### src/rtl/core/token_detokenize_byte_gather_macros.svh
// Assertion macros of the detokenizer RTL.
`ifndef TOKEN_DETOKENIZE_BYTE_GATHER_MACROS_SVH
`define TOKEN_DETOKENIZE_BYTE_GATHER_MACROS_SVH

// Same-cycle implication, disabled during reset.
`define TDBG_ASSERT_NOW(label, clk, rst, ante, cons) \
   label: assert property (@(posedge clk) disable iff (rst) (ante) |-> (cons)) \
      else $error("tdbg assertion failed");

// Next-cycle implication, disabled during reset.
`define TDBG_ASSERT_NEXT(label, clk, rst, ante, cons) \
   label: assert property (@(posedge clk) disable iff (rst) (ante) |=> (cons)) \
      else $error("tdbg assertion failed");

`endif

### src/rtl/core/tdbg_ram.sv
// Generic single-port-write, single-port-read RAM with a registered read.
module tdbg_ram #(
   parameter int WIDTH = 8,
   parameter int DEPTH = 64,
   localparam int ADDR_W = $clog2(DEPTH)
) (
   input  logic              clock,
   input  logic              wr_en,
   input  logic [ADDR_W-1:0] wr_addr,
   input  logic [WIDTH-1:0]  wr_data,
   input  logic              rd_en,
   input  logic [ADDR_W-1:0] rd_addr,
   output logic [WIDTH-1:0]  rd_data
);

   logic [WIDTH-1:0] mem_ff [DEPTH];
   logic [WIDTH-1:0] rd_data_ff;

   // The read register holds its value while no read is issued.
   always_ff @(posedge clock) begin
      if (wr_en) begin
         mem_ff[wr_addr] <= wr_data;
      end
      if (rd_en) begin
         rd_data_ff <= mem_ff[rd_addr];
      end
   end

   assign rd_data = rd_data_ff;

endmodule

### config.mk
export PLATFORM = sky130hd
export DESIGN_NAME = tdbg_ram
export DESIGN_NICKNAME = d
export VERILOG_FILES = /design/src/rtl/core/token_detokenize_byte_gather_macros.svh /design/src/rtl/core/tdbg_ram.sv
export SDC_FILE = /design/constraint.sdc
export NUM_CORES = 1
export LEC_CHECK = 0
export BUFFER_PORTS_ARGS = -buffer_cell sky130_fd_sc_hd__buf_4
export CAP_MARGIN = 40
export CORE_MARGIN = 5
export CORE_UTILIZATION = 60
export CTS_CLUSTER_DIAMETER = 40
export DETAILED_ROUTE_END_ITERATION = 6
export PLACE_DENSITY = 0.76
export SETUP_SLACK_MARGIN = 0.1
export SKIP_CTS_REPAIR_TIMING = 1
export SYNTH_ARGS = -nofsm -noshare
export SYNTH_HDL_FRONTEND = slang
export SYNTH_SLANG_ARGS = --single-unit
### constraint.sdc
create_clock -name clock -period 6.7 [get_ports clock]
set_input_delay 1.34 -clock clock [delete_from_list [all_inputs] [get_ports clock]]
set_output_delay 1.34 -clock clock [all_outputs]
set_load 0.01 [all_outputs]
==> summary.md <==
| Metric | Value |
|---|---|
| Die Ht | `slightly below 200 µm` |
| Buffers added on ports | `30` |
| Critical path capture point type | `flip-flop` |
| Leakage power | `approximately 7 nW` |
| Async SR Flop Fraction | `0%` |
| Initial antenna violation count | `0` |
| Total track usage | `23.8%` |
| Worst EP required | `7.01 ns` |
| Pre-antenna DRT Iters | `7` |
| Final Max Slew Viols | `0` |
| Synth Instances | `940` |
| Failing checks | `design-rule violations` |
| Fin. Hold Viols | `0` |
| Stages on worst setup path | `8` |
| Clock Latency Late Sink | `0.58 ns` |
| Sequential element share of the synthesized area | `77.1%` |
| Post-route setup TNS | `0 ns` |
| RSZ-0062 raised after global routing | `no` |
| VDD IR max | `0.214 mV` |
| Vias in the first global route | `9981` |
| Logic pwr share | `4.8%` |
| Largest net degree at the start of global routing | `65` |
| CP Launch Type | `input port` |
| Clock sinks | `520` |
| Worst path bufs/invs | `4` |
| Syn Area/Cell | `21.5 µm²` |
| Non-Filler Instances | `about 1500` |
| Post-route setup slack | `around 2.9 ns` |
| Setup slack, reg-to-reg | `4.36 ns` |
| H-tree depth | `2` |
| Reg2reg start | `mem_ff[29][4]` |
| P_int | `5.48 mW` |
| Max_cap viols | `0` |
| Top post-synthesis cells by area | `edfxtp_1 (77%), mux4_2 (14%), nor2_1 (1.5%)` |
| Critical path origin | `rd_addr[0]` |
| Clock transition at path regs | `~0.06 ns` |
| Die width | `194 µm` |
| Post-Syn Area | `0.0202 mm²` |
| Worst Tran Pin Value | `0.919 ns` |
| Synth cell types | `39` |
| Period minus WS final | `3.79 ns` |
| Cell breakdown of the critical path | `clkbuf_8 -> buf_16 -> buf_12 -> buf_4 -> mux4_2 -> nor2b_1 -> a2111oi_0 -> o41ai_1` |
| First-pass GRT wire length | `66400 µm` |
| Fill count | `just over 2000` |
| Pwr Density | `305 mW/mm²` |
| CP max FO | `47` |
| Ant diodes | `0` |
| Switching share of power | `20.6%` |
| Net Count, Synth | `963` |
| Crit path to | `rd_data[5]` |
| Final HPWL DP | `approximately 26000 µm` |
| Worst Hold Class | `flip-flop to flip-flop` |
| Root Buffer | `clkbuf_16` |
| Initial detailed-routing violation count | `between 1000 and 1500` |
| CP top delay family | `buffers and inverters` |
| FF-to-FF End | `rd_data[4]` |
| Core Util, Final | `about two thirds` |
| Drc violations | `1` |
| Die ar. | `between 0.03 and 0.04 mm²` |
| Status | `finished with violations` |
| Initial Util | `60.5%` |
| Vias after detailed routing | `9804` |
| Dpl ws | `2.28 ns` |
| RD Place Congestion | `between 0.8 and 0.9` |
| Hold Startpoint | `mem_ff[30][4]` |
| Worst path slowest cell | `mux4_2` |
| Core area | `0.0334 mm²` |
| Setup CP Type | `input port to flip-flop` |
| Gr ovfl total | `0` |
| Final setup fails | `0` |
| Final WL | `44300 µm` |
| R2R cell count | `5` |
| Syn-to-layout area delta | `11.8%` |
| Psw | `1.43 mW` |
| Arrival @ worst endpoint | `roughly 4.1 ns` |
| Power share of the clock group | `42.9%` |
| Post-DR wirelength/cell | `29.9 µm` |
| Worst slew margin | `38.5%` |
| Crit-path max cell delay | `approximately 0.53 ns` |
| CTS buffer count | `54` |
| Ports | `31` |
| Top FF cell, synth | `edfxtp_1` |
| Via-per-instance ratio | `6.63` |
| Clock skew | `roughly 0.016 ns` |
| EDFF count, synth | `520` |
| Inst Count DP | `between 1000 and 1500` |
| Post-synth top area cell | `edfxtp_1` |
| Maximum clock rate | `approximately 260 MHz` |
| Synth warn | `0` |
| CTS tree | `done` |
| Synth top area share | `77.1%` |
| Post-layout nets | `1011` |
| Total power | `6.91 mW` |
| Number of synthesized register bits | `520` |
| Flop pwr share | `52.4%` |
| Final period util | `56.5%` |
| FP Rows | `67` |
| Antenna Violating Nets Remaining | `0` |
| CTS Buffer Depth | `3` |
| Ratio of cells with drive above 1 in the final layout | `25.6%` |
==> worst reg2reg max path, delay by kind of cell, from the launching register on <==
| family | cells | cell delay, ns |
|---|---|---|
| multiplexers | 2 | 0.77 |
| AND/OR/NAND/NOR | 1 | 0.49 |
| flip-flops | 1 | 0.37 |
| AO/OA/AOI/OAI | 2 | 0.44 |
==> cell usage after synthesis (all sizes together), types with 4 or more instances <==
cell,n
edfxtp,520
nor2b,14
mux2,13
mux2i,23
buf,34
o221ai,8
clkbuf,17
nand3,13
nand2,19
o22ai,8
o21ai,4
a221oi,6
nand2b,7
nor2,83
mux4,126
a211oi,4
nor3,7
==> area by class of cell <==
cell class	instances	area, µm²	area share (%)
well taps	448	561	2.48
repair buffers	43	362	1.60
clock inverters	31	313	1.38
clock buffers	68	1470	6.48
flip-flops and latches	520	15600	69.0
multi-input cells	369	4320	19.1
==> state kept, by name, indices dropped and copies added (netlist names) <==
name,count
rd_data,8
mem_ff,512
==> worst min-delay path by stage <==
stage                       to  slack [ns]  cells after the start
finish              rd_data[4]        0.97                      3
global route        rd_data[4]        1.01                      3
CTS                 rd_data[4]        0.98                      3
detailed placement  rd_data[4]        0.97                      3
global placement    rd_data[6]        0.93                      3
floorplan           rd_data[0]        0.80                      4
==> through the flow <==
stage	hold slack [ns]	cell area, µm²
after floorplan	0.797	20200
after global placement	0.935	20800
after detailed placement	0.970	20800
after CTS	0.980	22600
after global routing	1.01	22600
final	0.968	22600
==> power groups by stage <==
stage | Combinational, mW | Sequential, mW | Clock (mW)
floorplan | 0.192 | 3.68 | 0
global placement | 0.317 | 3.68 | 0
detailed placement | 0.327 | 3.69 | 0
CTS | 0.329 | 3.62 | 2.99
global route | 0.349 | 3.62 | 3.14
finish | 0.328 | 3.62 | 2.96
==> layer usage <==
layer | track usage, % | routed length (µm) | vias up
li1 | - | - | 4049
met1 | 35.9 | 17300 | 5061
met2 | 35.9 | 21200 | 604
met3 | 5.28 | 4440 | 90
met4 | 7.24 | 1300 | 0
met5 | 0 | 0 | -
==> layout by cell type (no fill, tap or decap), drive strengths merged, types with 5 or more instances in the layout <==
master	count
a221oi	6
buf	42
bufinv	5
clkbuf	69
clkinv	21
edfxtp	520
mux2	13
mux2i	23
mux4	126
nand2	19
nand2b	7
nand3	13
nor2	83
nor2b	14
nor3	7
o221ai	8
o22ai	8
==> logic make-up (layout without fill, tap and decap cells) <==
group                  after synthesis  after routing  share of synthesized area [%]
AND/OR/NAND/NOR                    153            153                           3.37
buffers and inverters               51            142                           1.56
AO/OA/AOI/OAI                       54             54                           2.06
flip-flops                         520            520                           77.1
multiplexers                       162            162                           15.9
Note: power is estimated with default switching activity, not from simulation.
