===== src/rtl/core/token_detokenize_byte_gather_macros.svh =====
// Assertion macros of the detokenizer RTL.
`ifndef TOKEN_DETOKENIZE_BYTE_GATHER_MACROS_SVH
`define TOKEN_DETOKENIZE_BYTE_GATHER_MACROS_SVH

// Same-cycle implication, disabled during reset.
`define TDBG_ASSERT_NOW(label, clk, rst, ante, cons) \
   label: assert property (@(posedge clk) disable iff (rst) (ante) |-> (cons)) \
      else $error("tdbg assertion failed");

// Next-cycle implication, disabled during reset.
`define TDBG_ASSERT_NEXT(label, clk, rst, ante, cons) \
   label: assert property (@(posedge clk) disable iff (rst) (ante) |=> (cons)) \
      else $error("tdbg assertion failed");

`endif


===== src/rtl/core/tdbg_pkg.sv =====
// Types and constants of the token detokenizer byte gather block.
package tdbg_pkg;

   localparam int VOCAB_DEPTH       = 262144;
   localparam int PIECE_STORE_BYTES = 1048576;   // a power of two
   localparam int MAX_PIECE_BYTES   = 64;

   localparam int VOCAB_AW  = $clog2(VOCAB_DEPTH);
   localparam int PIECE_AW  = $clog2(PIECE_STORE_BYTES);
   localparam int VSIZE_W   = 19;
   localparam int SIZE_W    = 7;
   localparam int OFFSET_W  = 20;

   typedef enum logic [1:0] {
      KIND_LOAD_ENTRY = 2'd0,
      KIND_LOAD_BYTE  = 2'd1,
      KIND_TOKEN      = 2'd2,
      KIND_END_SEQ    = 2'd3
   } req_kind_type;

   localparam logic OUT_KIND_BYTE    = 1'b0;
   localparam logic OUT_KIND_SUMMARY = 1'b1;

   typedef enum logic [1:0] {
      ST_IDLE,
      ST_LOOKUP,
      ST_GATHER,
      ST_SUMMARY
   } state_type;

   typedef struct packed {
      req_kind_type       kind;
      logic signed [31:0] tok_id;
      logic [17:0]        entry_index;
      logic [19:0]        entry_offset;
      logic [6:0]         entry_size;
      logic [19:0]        piece_addr;
      logic [7:0]         piece_byte;
   } req_type;

   typedef struct packed {
      logic        out_kind;
      logic [7:0]  byte_value;
      logic [31:0] byte_position;
      logic [31:0] seq_length;
      logic [31:0] seq_end_offset;
      logic        last;
   } rsp_type;

   typedef struct packed {
      logic [OFFSET_W-1:0] offset;
      logic [SIZE_W-1:0]   size;
   } vocab_entry_type;

   typedef struct packed {
      logic                 wr_en;
      logic [VOCAB_AW-1:0]  wr_addr;
      vocab_entry_type      wr_data;
      logic                 rd_en;
      logic [VOCAB_AW-1:0]  rd_addr;
   } vocab_port_type;

   typedef struct packed {
      logic                 wr_en;
      logic [PIECE_AW-1:0]  wr_addr;
      logic [7:0]           wr_data;
      logic                 rd_en;
      logic [PIECE_AW-1:0]  rd_addr;
   } piece_port_type;

endpackage


===== src/rtl/core/tdbg_ctrl.sv =====
// Sequencer of the detokenizer: item decode, table lookup, byte gather and cursor.
`include "token_detokenize_byte_gather_macros.svh"

module tdbg_ctrl (
   input  logic                      clock,
   input  logic                      reset,
   input  logic                      req_valid,
   output logic                      req_ready,
   input  tdbg_pkg::req_type         req_data,
   output logic                      rsp_valid,
   input  logic                      rsp_ready,
   output tdbg_pkg::rsp_type         rsp_data,
   input  logic                      csr_wr_en,
   input  logic [tdbg_pkg::VSIZE_W-1:0] csr_wr_data,
   output tdbg_pkg::vocab_port_type  vocab_port,
   input  tdbg_pkg::vocab_entry_type vocab_rd_data,
   output tdbg_pkg::piece_port_type  piece_port,
   input  logic [7:0]                piece_rd_data
);

   tdbg_pkg::state_type state_ff, state_in;

   logic [tdbg_pkg::VSIZE_W-1:0]  vocab_size_ff;
   logic [31:0]                   cursor_ff;
   logic [31:0]                   seq_start_ff;
   logic [tdbg_pkg::PIECE_AW-1:0] addr_ff;
   logic [tdbg_pkg::SIZE_W-1:0]   remain_ff;

   logic        rsp_valid_ff;
   logic        rsp_kind_ff;
   logic [31:0] rsp_pos_ff;
   logic [31:0] rsp_len_ff;
   logic [31:0] rsp_end_ff;
   logic        rsp_last_ff;

   logic req_fire, slot_free, byte_load, sum_load;
   logic tid_ok, eidx_ok, paddr_ok;
   logic [31:0] tid_u, eidx_32, paddr_32, voff_32;
   logic [tdbg_pkg::SIZE_W-1:0] esz_clamped, vsz_clamped;

   assign req_fire  = req_valid && req_ready;
   assign slot_free = !rsp_valid_ff || rsp_ready;

   assign tid_u    = req_data.tok_id;
   assign eidx_32  = {14'd0, req_data.entry_index};
   assign paddr_32 = {12'd0, req_data.piece_addr};
   assign voff_32  = {12'd0, vocab_rd_data.offset};

   assign tid_ok   = (tid_u < {13'd0, vocab_size_ff}) && (tid_u < 32'(tdbg_pkg::VOCAB_DEPTH));
   assign eidx_ok  = eidx_32 < 32'(tdbg_pkg::VOCAB_DEPTH);
   assign paddr_ok = paddr_32 < 32'(tdbg_pkg::PIECE_STORE_BYTES);

   assign esz_clamped = (req_data.entry_size > tdbg_pkg::SIZE_W'(tdbg_pkg::MAX_PIECE_BYTES)) ?
                        tdbg_pkg::SIZE_W'(tdbg_pkg::MAX_PIECE_BYTES) : req_data.entry_size;
   assign vsz_clamped = (vocab_rd_data.size > tdbg_pkg::SIZE_W'(tdbg_pkg::MAX_PIECE_BYTES)) ?
                        tdbg_pkg::SIZE_W'(tdbg_pkg::MAX_PIECE_BYTES) : vocab_rd_data.size;

   // Next state.
   always_comb begin
      state_in = state_ff;
      case (state_ff)
         tdbg_pkg::ST_IDLE: begin
            if (req_fire && req_data.kind == tdbg_pkg::KIND_TOKEN && tid_ok) begin
               state_in = tdbg_pkg::ST_LOOKUP;
            end else if (req_fire && req_data.kind == tdbg_pkg::KIND_END_SEQ) begin
               state_in = tdbg_pkg::ST_SUMMARY;
            end
         end
         tdbg_pkg::ST_LOOKUP: begin
            state_in = (vsz_clamped != '0) ? tdbg_pkg::ST_GATHER : tdbg_pkg::ST_IDLE;
         end
         tdbg_pkg::ST_GATHER: begin
            if (slot_free && remain_ff == tdbg_pkg::SIZE_W'(1)) begin
               state_in = tdbg_pkg::ST_IDLE;
            end
         end
         tdbg_pkg::ST_SUMMARY: begin
            if (slot_free) begin
               state_in = tdbg_pkg::ST_IDLE;
            end
         end
         default: state_in = tdbg_pkg::ST_IDLE;
      endcase
   end

   // Outputs of the sequencer.
   always_comb begin
      req_ready                = 1'b0;
      byte_load                = 1'b0;
      sum_load                 = 1'b0;
      vocab_port.wr_en         = 1'b0;
      vocab_port.rd_en         = 1'b0;
      piece_port.wr_en         = 1'b0;
      piece_port.rd_en         = 1'b0;
      vocab_port.wr_addr       = eidx_32[tdbg_pkg::VOCAB_AW-1:0];
      vocab_port.wr_data.offset = req_data.entry_offset;
      vocab_port.wr_data.size  = esz_clamped;
      vocab_port.rd_addr       = tid_u[tdbg_pkg::VOCAB_AW-1:0];
      piece_port.wr_addr       = paddr_32[tdbg_pkg::PIECE_AW-1:0];
      piece_port.wr_data       = req_data.piece_byte;
      piece_port.rd_addr       = addr_ff;
      case (state_ff)
         tdbg_pkg::ST_IDLE: begin
            req_ready = 1'b1;
            vocab_port.wr_en = req_fire && req_data.kind == tdbg_pkg::KIND_LOAD_ENTRY && eidx_ok;
            vocab_port.rd_en = req_fire && req_data.kind == tdbg_pkg::KIND_TOKEN && tid_ok;
            piece_port.wr_en = req_fire && req_data.kind == tdbg_pkg::KIND_LOAD_BYTE && paddr_ok;
         end
         tdbg_pkg::ST_GATHER: begin
            byte_load        = slot_free;
            piece_port.rd_en = slot_free;
         end
         tdbg_pkg::ST_SUMMARY: begin
            sum_load = slot_free;
         end
         default: begin
            req_ready = 1'b0;
         end
      endcase
   end

   always_ff @(posedge clock) begin
      if (reset) begin
         state_ff      <= tdbg_pkg::ST_IDLE;
         vocab_size_ff <= '0;
         cursor_ff     <= '0;
         seq_start_ff  <= '0;
         rsp_valid_ff  <= 1'b0;
      end else begin
         state_ff <= state_in;
         if (csr_wr_en) begin
            vocab_size_ff <= csr_wr_data;
         end
         if (byte_load) begin
            cursor_ff <= cursor_ff + 32'd1;
         end
         if (sum_load) begin
            seq_start_ff <= cursor_ff;
         end
         if (byte_load || sum_load) begin
            rsp_valid_ff <= 1'b1;
         end else if (rsp_ready) begin
            rsp_valid_ff <= 1'b0;
         end
      end
   end

   // Payload registers.
   always_ff @(posedge clock) begin
      if (state_ff == tdbg_pkg::ST_LOOKUP) begin
         addr_ff   <= voff_32[tdbg_pkg::PIECE_AW-1:0];
         remain_ff <= vsz_clamped;
      end else if (byte_load) begin
         addr_ff   <= addr_ff + tdbg_pkg::PIECE_AW'(1);
         remain_ff <= remain_ff - tdbg_pkg::SIZE_W'(1);
      end
      if (byte_load) begin
         rsp_kind_ff <= tdbg_pkg::OUT_KIND_BYTE;
         rsp_pos_ff  <= cursor_ff;
         rsp_len_ff  <= '0;
         rsp_end_ff  <= '0;
         rsp_last_ff <= (remain_ff == tdbg_pkg::SIZE_W'(1));
      end else if (sum_load) begin
         rsp_kind_ff <= tdbg_pkg::OUT_KIND_SUMMARY;
         rsp_pos_ff  <= '0;
         rsp_len_ff  <= cursor_ff - seq_start_ff;
         rsp_end_ff  <= cursor_ff;
         rsp_last_ff <= 1'b1;
      end
   end

   // The byte itself sits in the piece memory's read register.
   assign rsp_valid               = rsp_valid_ff;
   assign rsp_data.out_kind       = rsp_kind_ff;
   assign rsp_data.byte_value     = (rsp_kind_ff == tdbg_pkg::OUT_KIND_BYTE) ? piece_rd_data : 8'd0;
   assign rsp_data.byte_position  = rsp_pos_ff;
   assign rsp_data.seq_length     = rsp_len_ff;
   assign rsp_data.seq_end_offset = rsp_end_ff;
   assign rsp_data.last           = rsp_last_ff;

   `TDBG_ASSERT_NOW(a_gather_count, clock, reset, state_ff == tdbg_pkg::ST_GATHER, remain_ff != '0)
   `TDBG_ASSERT_NOW(a_no_rw_clash, clock, reset, vocab_port.rd_en, !vocab_port.wr_en)
   `TDBG_ASSERT_NOW(a_lookup_src, clock, reset, state_in == tdbg_pkg::ST_LOOKUP, vocab_port.rd_en)
   `TDBG_ASSERT_NEXT(a_summary_mark, clock, reset, sum_load, seq_start_ff == cursor_ff)

endmodule


===== config.mk =====
export PLATFORM = sky130hd
export DESIGN_NAME = tdbg_ctrl
export DESIGN_NICKNAME = d
export VERILOG_FILES = /design/src/rtl/core/tdbg_pkg.sv /design/src/rtl/core/tdbg_ctrl.sv
export VERILOG_INCLUDE_DIRS = /design/src /design/src/rtl/core
export SDC_FILE = /design/constraint.sdc
export NUM_CORES = 1
export LEC_CHECK = 0
export ABC_AREA = 1
export BUFFER_PORTS_ARGS = -buffer_cell sky130_fd_sc_hd__buf_2
export CORE_UTILIZATION = 47
export CTS_BUF_LIST = sky130_fd_sc_hd__clkbuf_16
export DETAILED_ROUTE_END_ITERATION = 10
export PLACE_DENSITY = 0.78
export SLEW_MARGIN = 20
export SYNTH_ARGS = -nofsm -noshare
export SYNTH_HDL_FRONTEND = slang
export SYNTH_SLANG_ARGS = --single-unit

===== constraint.sdc =====
create_clock -name clock -period 2.8 [get_ports clock]
set_input_delay 0.56 -clock clock [delete_from_list [all_inputs] [get_ports clock]]
set_output_delay 0.56 -clock clock [all_outputs]
set_load 0.02 [all_outputs]

==> flow_metrics.env, run 1 <==
export IMPL_outcome="finished, final reports clean"
export IMPL_number_of_buffers_between_clock_root_and_the_deepest_sink=3
export IMPL_grt_pass1_vias=10500
export IMPL_synth_xor_area_share=0.0257
export IMPL_syn2layout_area_growth_pct=16.3
export IMPL_max_slew_worst_pin_slew_ns=0.897
export IMPL_tritoncts_buffers=24
export IMPL_post_synth_main_area_contributors="sky130_fd_sc_hd__dfxtp_1 (25%), sky130_fd_sc_hd__edfxtp_1 (15%), sky130_fd_sc_hd__nand2_1 (11%), sky130_fd_sc_hd__inv_1 (7.0%), sky130_fd_sc_hd__a21oi_1 (6.4%)"
export IMPL_total_power_per_unit_cell_area_mw_per_mm2=549
export IMPL_largest_family_of_logic_cells_by_synthesized_area="simple AND/OR/NAND/NOR gates"
export IMPL_drt_first_iter_violations=771
export IMPL_drive_above_1_share=0.192
export IMPL_synthesis_area_mm2=0.0119
export IMPL_avgRoutedWirePerCell_um=15.6
export IMPL_path_clk_slew_ns=0.06
export IMPL_groute_usage_overall=0.250
export IMPL_synth_edf_count=60
export IMPL_synthDominantCellAreaShare=0.253
export IMPL_synth_simple_area_share=0.236
export IMPL_synth_adder_area_share=0.0572
export IMPL_grt_remaining_overflow=0
export IMPL_hp_class="in -> reg"
export IMPL_yosys_cell_count_top_type="sky130_fd_sc_hd__nand2_1"
export IMPL_htree_num_levels=1
export IMPL_synth_area_mux_share=0
export IMPL_die_height_um=161
export IMPL_yosys_register_bits=211
export IMPL_setup_viol=0
export IMPL_report_final_hold_viol_count=0
export IMPL_fin_nets=2011
export IMPL_final_min_period_over_clock_period=0.947
export IMPL_grt_pass1_wl_um=52500
export IMPL_max_clock_freq_mhz=377
export IMPL_syn_num_nets=1840
export IMPL_post_cts_resized=0
export IMPL_critical_path_required_ns=2.24
export IMPL_die_area_mm2=0.0260
export IMPL_sequential_area_share_after_synthesis=0.404
export IMPL_routed_via_count=11100
export IMPL_total_leakage_power_nw=6.61
export IMPL_maxCapViolations=0
export IMPL_die_x_um=161
export IMPL_synth_compound_area_frac=0.135
export IMPL_layout_filler_cells=2342
export IMPL_synthCells=1620
export IMPL_yosysUniqueCellTypes=48
export IMPL_kind_of_capture_point_of_the_worst_setup_path="output port"
export IMPL_start_util=0.485
export IMPL_finalCriticalPeriod_ns=2.65
export IMPL_yosysTopAreaCell="sky130_fd_sc_hd__dfxtp_1"
export IMPL_post_synth_cell_area_avg_um2=7.37
export IMPL_slew_headroom=0.401
export IMPL_synth_main_ff_cell="sky130_fd_sc_hd__dfxtp_1"
export IMPL_dp_hpwl_um=25000
export IMPL_wl_final_um=33200
export IMPL_fin_setup_tns_ns=0
export IMPL_num_antenna_cells=0
export IMPL_routed_via_density=5.18
export IMPL_timing_setup_critical_path_class="reg -> out"
export IMPL_clock_sinks=211
export IMPL_placement_io_buffers=256
export IMPL_core_area_mm2=0.0246
export IMPL_postCtsSetupBuffers=0
export IMPL_cts_tree="done"
export IMPL_worst_endpoint_arrival_ns=2.09
export IMPL_io_pins=389
export IMPL_report_final_slew_viol_count=0
export IMPL_synth_top_cells_by_count="sky130_fd_sc_hd__nand2_1 (339), sky130_fd_sc_hd__inv_1 (223), sky130_fd_sc_hd__nor2_1 (156)"
export IMPL_drc_errors=0
export IMPL_grt_setup_unrepaired="false"
export IMPL_vdd_drop_max_v=0.000469
export IMPL_hold_buffers=0
export IMPL_grt_antenna_before_repair=0
export IMPL_cp_start_kind="flip-flop"
export IMPL_path_max_fanout=3
export IMPL_count_of_warnings_emitted_by_yosys=0
export IMPL_clk_latency_ns=0.53
export IMPL_gpl_final_weighted_congestion=0.940
export IMPL_fin_worst_skew_ns=0.0192
export IMPL_finish_utilization=0.564
export IMPL_drtPass1Iterations=5
export IMPL_largest_net_degree_at_the_start_of_global_routing=72
export IMPL_row_count=57
export IMPL_postSynth_asyncResetShare=0
export IMPL_drt_antenna_violating_nets=0
export IMPL_timing_reg2reg_setup_slack_ns=0.40
export IMPL_cts_root_buf="sky130_fd_sc_hd__clkbuf_16"
## metrics by stage
step	area, um^2	hold slack [ns]	power [mW]	cells	setup slack (ns)
floorplan	11900	0.433	4.06	1620	0.148
detailed placement	13000	0.452	4.23	2089	0.400
finish	13900	0.262	7.63	2133	0.148
global placement	13000	0.447	4.21	2089	0.428
global route	13900	0.276	7.89	2133	0.0193
CTS	13900	0.245	7.69	2133	0.146
## layout make-up
cell class                      instances  area (um^2)  share of cell area
Tap cell                              324          405              0.0292
Multi-Input combinational cell       1047         5440               0.392
Inverter                              227          852              0.0614
Timing Repair Buffer                  280         1490               0.107
Clock inverter                         18          230              0.0166
Sequential cell                       211         4820               0.347
Clock buffer                           26          651              0.0469
## critical path: stages, from the launching register on
cell	delay [ns]
sky130_fd_sc_hd__dfxtp_1	0.32
sky130_fd_sc_hd__inv_1	0.05
sky130_fd_sc_hd__ha_1	0.28
sky130_fd_sc_hd__nand2_1	0.09
sky130_fd_sc_hd__nor4_1	0.32
sky130_fd_sc_hd__nand2_1	0.12
sky130_fd_sc_hd__a21oi_1	0.17
sky130_fd_sc_hd__nor2_1	0.06
sky130_fd_sc_hd__buf_2	0.15
## layer usage
metal | share of wire | track usage | vias to the layer above | wire length [um]
li1 | - | - | 5506 | -
met1 | 0.42 | 0.304 | 5103 | 14000
met2 | 0.50 | 0.458 | 376 | 16600
met3 | 0.053 | 0.0293 | 73 | 1750
met4 | 0.027 | 0.0789 | 0 | 905
met5 | 0 | 0 | - | 0
## placed cells by master, fill, tap and decap left out, drive strengths merged, types with 37 or more instances in the layout
master    n
a21oi   152
buf     280
dfxtp   151
edfxtp   60
ha       53
inv     229
nand2   344
nand3    60
nor2    163
nor3     37
o21ai   120
## path summary, 6_finish.rpt
| path | cells past startpoint | startpoint | endpoint |
|---|---|---|---|
| max | 8 | vocab_size_ff[15] | vocab_port[18] |
| min | 3 | csr_wr_data[0] | vocab_size_ff[0] |
| max reg2reg | 13 | cursor_ff[0] | rsp_len_ff[30] |
| min reg2reg | 2 | rsp_len_ff[10] | rsp_len_ff[10] |
## cell families (layout without fill, tap and decap cells)
logic type | after synthesis | count (layout)
buffers and inverters | 362 | 551
xor gates and xnor gates | 35 | 35
and+or+nand+nor | 652 | 652
AOI/OAI and AO/OA | 306 | 306
DFF | 211 | 211
adders and majority gates | 54 | 54
## report_power, final
| group | internal, mW | leakage (nW) | switching (mW) |
|---|---|---|---|
| registers | 3.27 | 1.80 | 0.0805 |
| clock network | 2.14 | 0.430 | 1.32 |
| logic | 0.285 | 4.38 | 0.533 |
| total | 5.70 | 6.61 | 1.93 |
## flip-flops by register name, indices dropped and copies added, names as in the netlist
name and cells:
addr_ff 20, cursor_ff 32, remain_ff 7, rsp_end_ff 32
rsp_kind_ff 1, rsp_last_ff 1, rsp_len_ff 32, rsp_pos_ff 32
rsp_valid 1, seq_start_ff 32, state_ff 2, vocab_size_ff 19
(Power assumes the default switching activity.)
==> run 2, diff against run 1 <==
--- a/config.mk
+++ b/config.mk
@@ -8,10 +8,10 @@
 export LEC_CHECK = 0
 export ABC_AREA = 1
 export BUFFER_PORTS_ARGS = -buffer_cell sky130_fd_sc_hd__buf_2
-export CORE_UTILIZATION = 47
+export CORE_UTILIZATION = 42
 export CTS_BUF_LIST = sky130_fd_sc_hd__clkbuf_16
 export DETAILED_ROUTE_END_ITERATION = 10
-export PLACE_DENSITY = 0.78
+export PLACE_DENSITY = 0.71
 export SLEW_MARGIN = 20
 export SYNTH_ARGS = -nofsm -noshare
 export SYNTH_HDL_FRONTEND = slang
==> run 2 against run 1 <==
Net effect: via count down 0.51%; final area down 0.15%; clock skew down 0.00082 ns; combinational power up 1%; final cell count up 2.9%; first-iteration DRC count down 10%; flip-flop and latch count unchanged.
==> flow_metrics.env, run 2 (synthesis gave the netlist of run 1 again) <==
export IMPL_htree_num_levels=1
export IMPL_vdd_drop_max_v=0.000352
export IMPL_layout_filler_cells=2783
export IMPL_grt_setup_unrepaired="false"
export IMPL_layout_cells_most_common="sky130_fd_sc_hd__nand2_1"
export IMPL_io_pins=389
export IMPL_max_slew_worst_pin_slew_ns=0.783
export IMPL_max_clock_freq_mhz=382
export IMPL_timing_reg2reg_setup_slack_ns=0.37
export IMPL_outcome="finished, final reports clean"
export IMPL_final_min_period_over_clock_period=0.936
export IMPL_die_x_um=171
export IMPL_power_switching_mw=1.89
export IMPL_crit_path_cell_trace="nor2_1 > nand2_1 > nor2_1 > and3_1 > nand4_1 > nor2_1 > buf_2"
export IMPL_finalCriticalPeriod_ns=2.62
export IMPL_cellInternalPower_mw=5.28
export IMPL_placement_io_buffers=256
export IMPL_power_clock_fraction=0.419
export IMPL_critPathMaxStageDelay_ns=0.37
export IMPL_hold_buffers=0
export IMPL_post_cts_resized=0
export IMPL_final_instance_count_excl_fill=2195
export IMPL_drt_first_iter_violations=691
export IMPL_avgRoutedWirePerCell_um=15.6
export IMPL_groute_usage_overall=0.229
export IMPL_placed_cells=2149
export IMPL_fin_nets=2017
export IMPL_clock_sinks=211
export IMPL_routed_via_count=11000
export IMPL_report_final_hold_viol_count=0
export IMPL_path_max_fanout=6
export IMPL_largest_net_degree_at_the_start_of_global_routing=54
export IMPL_hp_class="in -> reg"
export IMPL_start_util=0.429
export IMPL_gpl_final_weighted_congestion=0.896
export IMPL_timing_setup_critical_path_class="reg -> out"
export IMPL_postCtsSetupBuffers=0
export IMPL_report_final_slew_viol_count=0
export IMPL_clk_latency_ns=0.52
export IMPL_cts_tree="done"
export IMPL_timing_critical_path_max_delay_family="simple AND/OR/NAND/NOR gates"
export IMPL_timing_rr_start="cursor_ff[0]"
export IMPL_cts_root_buf="sky130_fd_sc_hd__clkbuf_16"
export IMPL_crit_slowest_cell="sky130_fd_sc_hd__dfxtp_1"
export IMPL_grt_pass1_vias=10600
export IMPL_die_height_um=171
export IMPL_crit_buf_inv=1
export IMPL_drive_above_1_share=0.192
export IMPL_grt_antenna_before_repair=2
export IMPL_path_clk_slew_ns=0.06
export IMPL_timing_hold_ws_ns=0.280
export IMPL_sequential_fraction_of_design_power=0.466
export IMPL_grt_remaining_overflow=0
export IMPL_drt_antenna_violating_nets=0
export IMPL_routed_via_density=5.01
export IMPL_hold_path_startpoint="csr_wr_data[0]"
export IMPL_critical_path_top_cell_by_count="sky130_fd_sc_hd__nor2_1"
export IMPL_kind_of_capture_point_of_the_worst_setup_path="output port"
export IMPL_final_cell_mix="sky130_fd_sc_hd__nand2_1 (339), sky130_fd_sc_hd__buf_2 (256), sky130_fd_sc_hd__inv_1 (226)"
export IMPL_slew_headroom=0.473
export IMPL_drc_errors=0
export IMPL_grt_pass1_wl_um=52900
export IMPL_tritoncts_buffers=24
export IMPL_wl_final_um=34200
export IMPL_critPathLaunch="state_ff[1]"
export IMPL_row_count=61
export IMPL_worst_endpoint_arrival_ns=2.06
export IMPL_drtPass1Iterations=5
export IMPL_total_power_per_unit_cell_area_mw_per_mm2=517
export IMPL_power_switching_fraction=0.264
export IMPL_critical_path_required_ns=2.24
export IMPL_setup_viol=0
export IMPL_cp_start_kind="flip-flop"
export IMPL_die_area_mm2=0.0291
export IMPL_fin_setup_tns_ns=0
export IMPL_fin_worst_skew_ns=0.0184
export IMPL_maxCapViolations=0
export IMPL_core_area_mm2=0.0279
export IMPL_dp_hpwl_um=26600
export IMPL_comb_power_share=0.115
export IMPL_total_leakage_power_nw=6.59
export IMPL_number_of_buffers_between_clock_root_and_the_deepest_sink=3
export IMPL_syn2layout_area_growth_pct=16.1
-- run 2: changes by cell type in the layout (fill, tap and decap cells not counted), sizes merged --
cell      previous run  this run
buf                280       286
bufinv               5         0
clkbuf              26        27
clkinv               8        12
clkinvlp             3         1
diode                0         2
inv                229       231
-- run 2: worst paths after layout --
kind	endpoint	cells after the start
worst max-delay path	vocab_port[18]	7
worst min-delay path	vocab_size_ff[0]	3
worst max register to register	rsp_len_ff[30]	13
worst min register to register	rsp_len_ff[8]	2
-- run 2: final cells by class --
class	instances	area, um^2	share of cell area
multi-input cells	1047	5440	0.392
flip-flops and latches	211	4820	0.348
repair buffers	286	1520	0.110
clock buffers	27	676	0.0487
inverters	227	852	0.0615
diodes	2	5.00	0.000361
well taps	378	473	0.0341
clock inverters	17	78.8	0.00568
-- run 2: per-stage QoR --
| step | utilization | worst slack [ns] | power (mW) | instance area (um^2) |
|---|---|---|---|---|
| finish | 0.498 | 0.181 | 7.17 | 13900 |
| global route | 0.498 | 0.0470 | 7.47 | 13900 |
| floorplan | - | 0.148 | 4.06 | 11900 |
| global placement | 0.470 | 0.448 | 4.22 | 13100 |
| CTS | 0.498 | 0.190 | 7.25 | 13900 |
| detailed placement | 0.470 | 0.405 | 4.24 | 13100 |
-- run 2: metal layers --
metal	up-vias	global-route usage	part of all wire
met4	0	0.0893	0.037
met2	355	0.426	0.50
met3	74	0.0333	0.058
met5	-	0	0
li1	5532	-	-
met1	5041	0.263	0.41
-- run 2: tightest hold or removal path: stages --
cell and delay, ns:
sky130_fd_sc_hd__buf_2 0.08, sky130_fd_sc_hd__nor2_1 0.04, sky130_fd_sc_hd__nor2_1 0.08
-- run 2: power by group through the flow --
stage / clock [mW] / sequential [mW] / combinational (mW)
2_1_floorplan: 0 / 3.50 / 0.567
3_3_place_gp: 0 / 3.41 / 0.807
3_5_place_dp: 0 / 3.41 / 0.828
4_1_cts: 3.07 / 3.35 / 0.831
5_1_grt: 3.19 / 3.36 / 0.920
6_report: 3.00 / 3.35 / 0.825
==> run 3, diff against run 2 <==
==> constraint.sdc (replaced) <==
create_clock -name clock -period 2.8 [get_ports clock]
set_input_delay 0.28 -clock clock [delete_from_list [all_inputs] [get_ports clock]]
set_output_delay 0.28 -clock clock [all_outputs]
set_load 0.02 [all_outputs]
==> run 3 against run 2 <==
Net effect: clock power increased by 8.0%; via count increased by 0.41%; critical path depth rose by 6; sequential share of layout area shrank 0.14 points; maximum frequency increased by 8.4%; setup slack improved by 0.20 ns; clock skew shrank 0.0016 ns; worst hold slack lost 0.24 ns; largest cell class unchanged; utilization is 0.20 points higher.
==> flow_metrics.env, run 3 (synthesis gave the netlist of run 1 again) <==
export IMPL_sequential_fraction_of_design_power=0.452
export IMPL_kind_of_capture_point_of_the_worst_setup_path="flip-flop"
export IMPL_critical_path_required_ns=3.22
export IMPL_layout_cells_most_common="sky130_fd_sc_hd__nand2_1"
export IMPL_final_min_period_over_clock_period=0.863
export IMPL_drc_errors=0
export IMPL_routed_via_count=11000
export IMPL_grt_pass1_vias=10300
export IMPL_cts_root_buf="sky130_fd_sc_hd__clkbuf_16"
export IMPL_slew_headroom=0.296
export IMPL_timing_setup_critical_path_class="reg -> reg"
export IMPL_path_clk_slew_ns=0.06
export IMPL_fin_nets=2014
export IMPL_multi_input_area_mm2=0.00544
export IMPL_post_cts_resized=0
export IMPL_power_switching_mw=1.86
export IMPL_die_area_mm2=0.0291
export IMPL_drt_first_iter_violations=784
export IMPL_core_area_mm2=0.0279
export IMPL_max_clock_freq_mhz=414
export IMPL_fin_worst_skew_ns=0.0168
export IMPL_groute_usage_overall=0.230
export IMPL_postLayoutCellArea_mm2=0.0139
export IMPL_grt_pass1_wl_um=52900
export IMPL_tritoncts_buffers=24
export IMPL_placed_area_mm2=0.0131
export IMPL_grt_setup_unrepaired="false"
export IMPL_setup_viol=0
export IMPL_critical_path_top_cell_by_count="sky130_fd_sc_hd__nand3_1"
export IMPL_placement_io_buffers=256
export IMPL_seqCellArea_mm2=0.00482
export IMPL_cts_tree="done"
export IMPL_path_max_fanout=6
export IMPL_die_height_um=171
export IMPL_maxCapViolations=0
export IMPL_worst_endpoint_arrival_ns=2.84
export IMPL_wl_final_um=34300
export IMPL_clk_latency_ns=0.52
export IMPL_finalCriticalPeriod_ns=2.42
export IMPL_largest_net_degree_at_the_start_of_global_routing=72
export IMPL_report_power_total_mw=7.41
export IMPL_report_final_slew_viol_count=0
export IMPL_crit_slowest_cell="sky130_fd_sc_hd__fa_1"
export IMPL_power_switching_fraction=0.252
export IMPL_dp_hpwl_um=26500
export IMPL_start_util=0.429
export IMPL_layout_filler_cells=2761
export IMPL_drt_antenna_violating_nets=0
export IMPL_final_cell_mix="sky130_fd_sc_hd__nand2_1 (339), sky130_fd_sc_hd__buf_2 (256), sky130_fd_sc_hd__inv_1 (229)"
export IMPL_gpl_final_weighted_congestion=0.942
export IMPL_number_of_buffers_between_clock_root_and_the_deepest_sink=3
export IMPL_routed_via_density=5.04
export IMPL_postCtsSetupBuffers=0
export IMPL_comb_power_share=0.110
export IMPL_hp_class="in -> reg"
export IMPL_cellInternalPower_mw=5.54
export IMPL_max_slew_worst_pin_slew_ns=1.05
export IMPL_row_count=61
export IMPL_total_leakage_power_nw=6.62
export IMPL_grt_remaining_overflow=0
export IMPL_drive_above_1_share=0.189
export IMPL_fin_setup_tns_ns=0
export IMPL_drtPass1Iterations=5
export IMPL_power_clock_fraction=0.438
export IMPL_crit_path_cell_trace="inv_1 > ha_1 > fa_1 > inv_1 > nand3_1 > nand2_1 > a21oi_1 > o21ai_1 > nand3_1 > nand3_1 > nand3_1 > nand2_1 > inv_1"
export IMPL_clock_sinks=211
export IMPL_vdd_drop_max_v=0.000404
export IMPL_htree_num_levels=1
export IMPL_total_power_per_unit_cell_area_mw_per_mm2=532
export IMPL_syn2layout_area_growth_pct=16.6
export IMPL_critPathMaxStageDelay_ns=0.40
export IMPL_cp_start_kind="flip-flop"
export IMPL_report_final_hold_viol_count=0
export IMPL_outcome="finished, final reports clean"
export IMPL_grt_antenna_before_repair=2
export IMPL_io_pins=389
export IMPL_finish_utilization=0.500
export IMPL_die_x_um=171
export IMPL_avgRoutedWirePerCell_um=15.7
==> run 3: final cells by class <==
class	count	share of cell area
inverters	227	0.0612
flip-flops and latches	211	0.347
clock buffers	27	0.0485
diodes	1	0.000180
repair buffers	283	0.109
clock inverters	17	0.0104
multi-input cells	1047	0.391
well taps	378	0.0340
==> run 3: worst paths after layout <==
kind                      from        endpoint  slack [ns]  cells after the start
max reg2reg       cursor_ff[0]  rsp_len_ff[30]        0.38                     13
min reg2reg     rsp_end_ff[10]  rsp_end_ff[10]        0.46                      2
max               cursor_ff[0]  rsp_len_ff[30]        0.38                     13
min          vocab_rd_data[26]     addr_ff[19]        0.04                      3
==> run 3: timing repair <==
item | in CTS | in global routing
setup endpoints to repair | 0 | 0
hold buffers | 1 | 0
hold endpoints to repair | 1 | 0
==> run 3: power by group through the flow <==
stage	Combinational, mW	Sequential [mW]	Clock [mW]
CTS	0.824	3.35	3.33
detailed placement	0.820	3.41	0
global route	0.917	3.36	3.44
finish	0.818	3.35	3.24
global placement	0.803	3.41	0
floorplan	0.567	3.50	0
==> run 3: metal layers <==
metal	up-vias	routed length (um)	global-route usage
li1	5526	-	-
met1	5094	13800	0.265
met2	371	17600	0.436
met3	56	2180	0.0368
met4	0	822	0.0619
met5	-	0	0
==> run 3: per-stage QoR <==
stage	cells	setup WS (ns)	hold slack [ns]
finish	2191	0.382	0.0435
global route	2191	0.0963	0.0416
CTS	2190	0.402	0.0220
detailed placement	2145	0.416	0.451
global placement	2145	0.429	0.447
floorplan	1620	0.331	0.415
==> run 3: worst max-delay path, delay by kind of cell (launching register included) <==
kind / cells / cell delay (ns)
AO/OA/AOI/OAI: 2 / 0.50
flip-flops: 1 / 0.37
AND/OR/NAND/NOR: 6 / 0.61
buffers and inverters: 3 / 0.21
adder cells (fa/ha/maj): 2 / 0.64
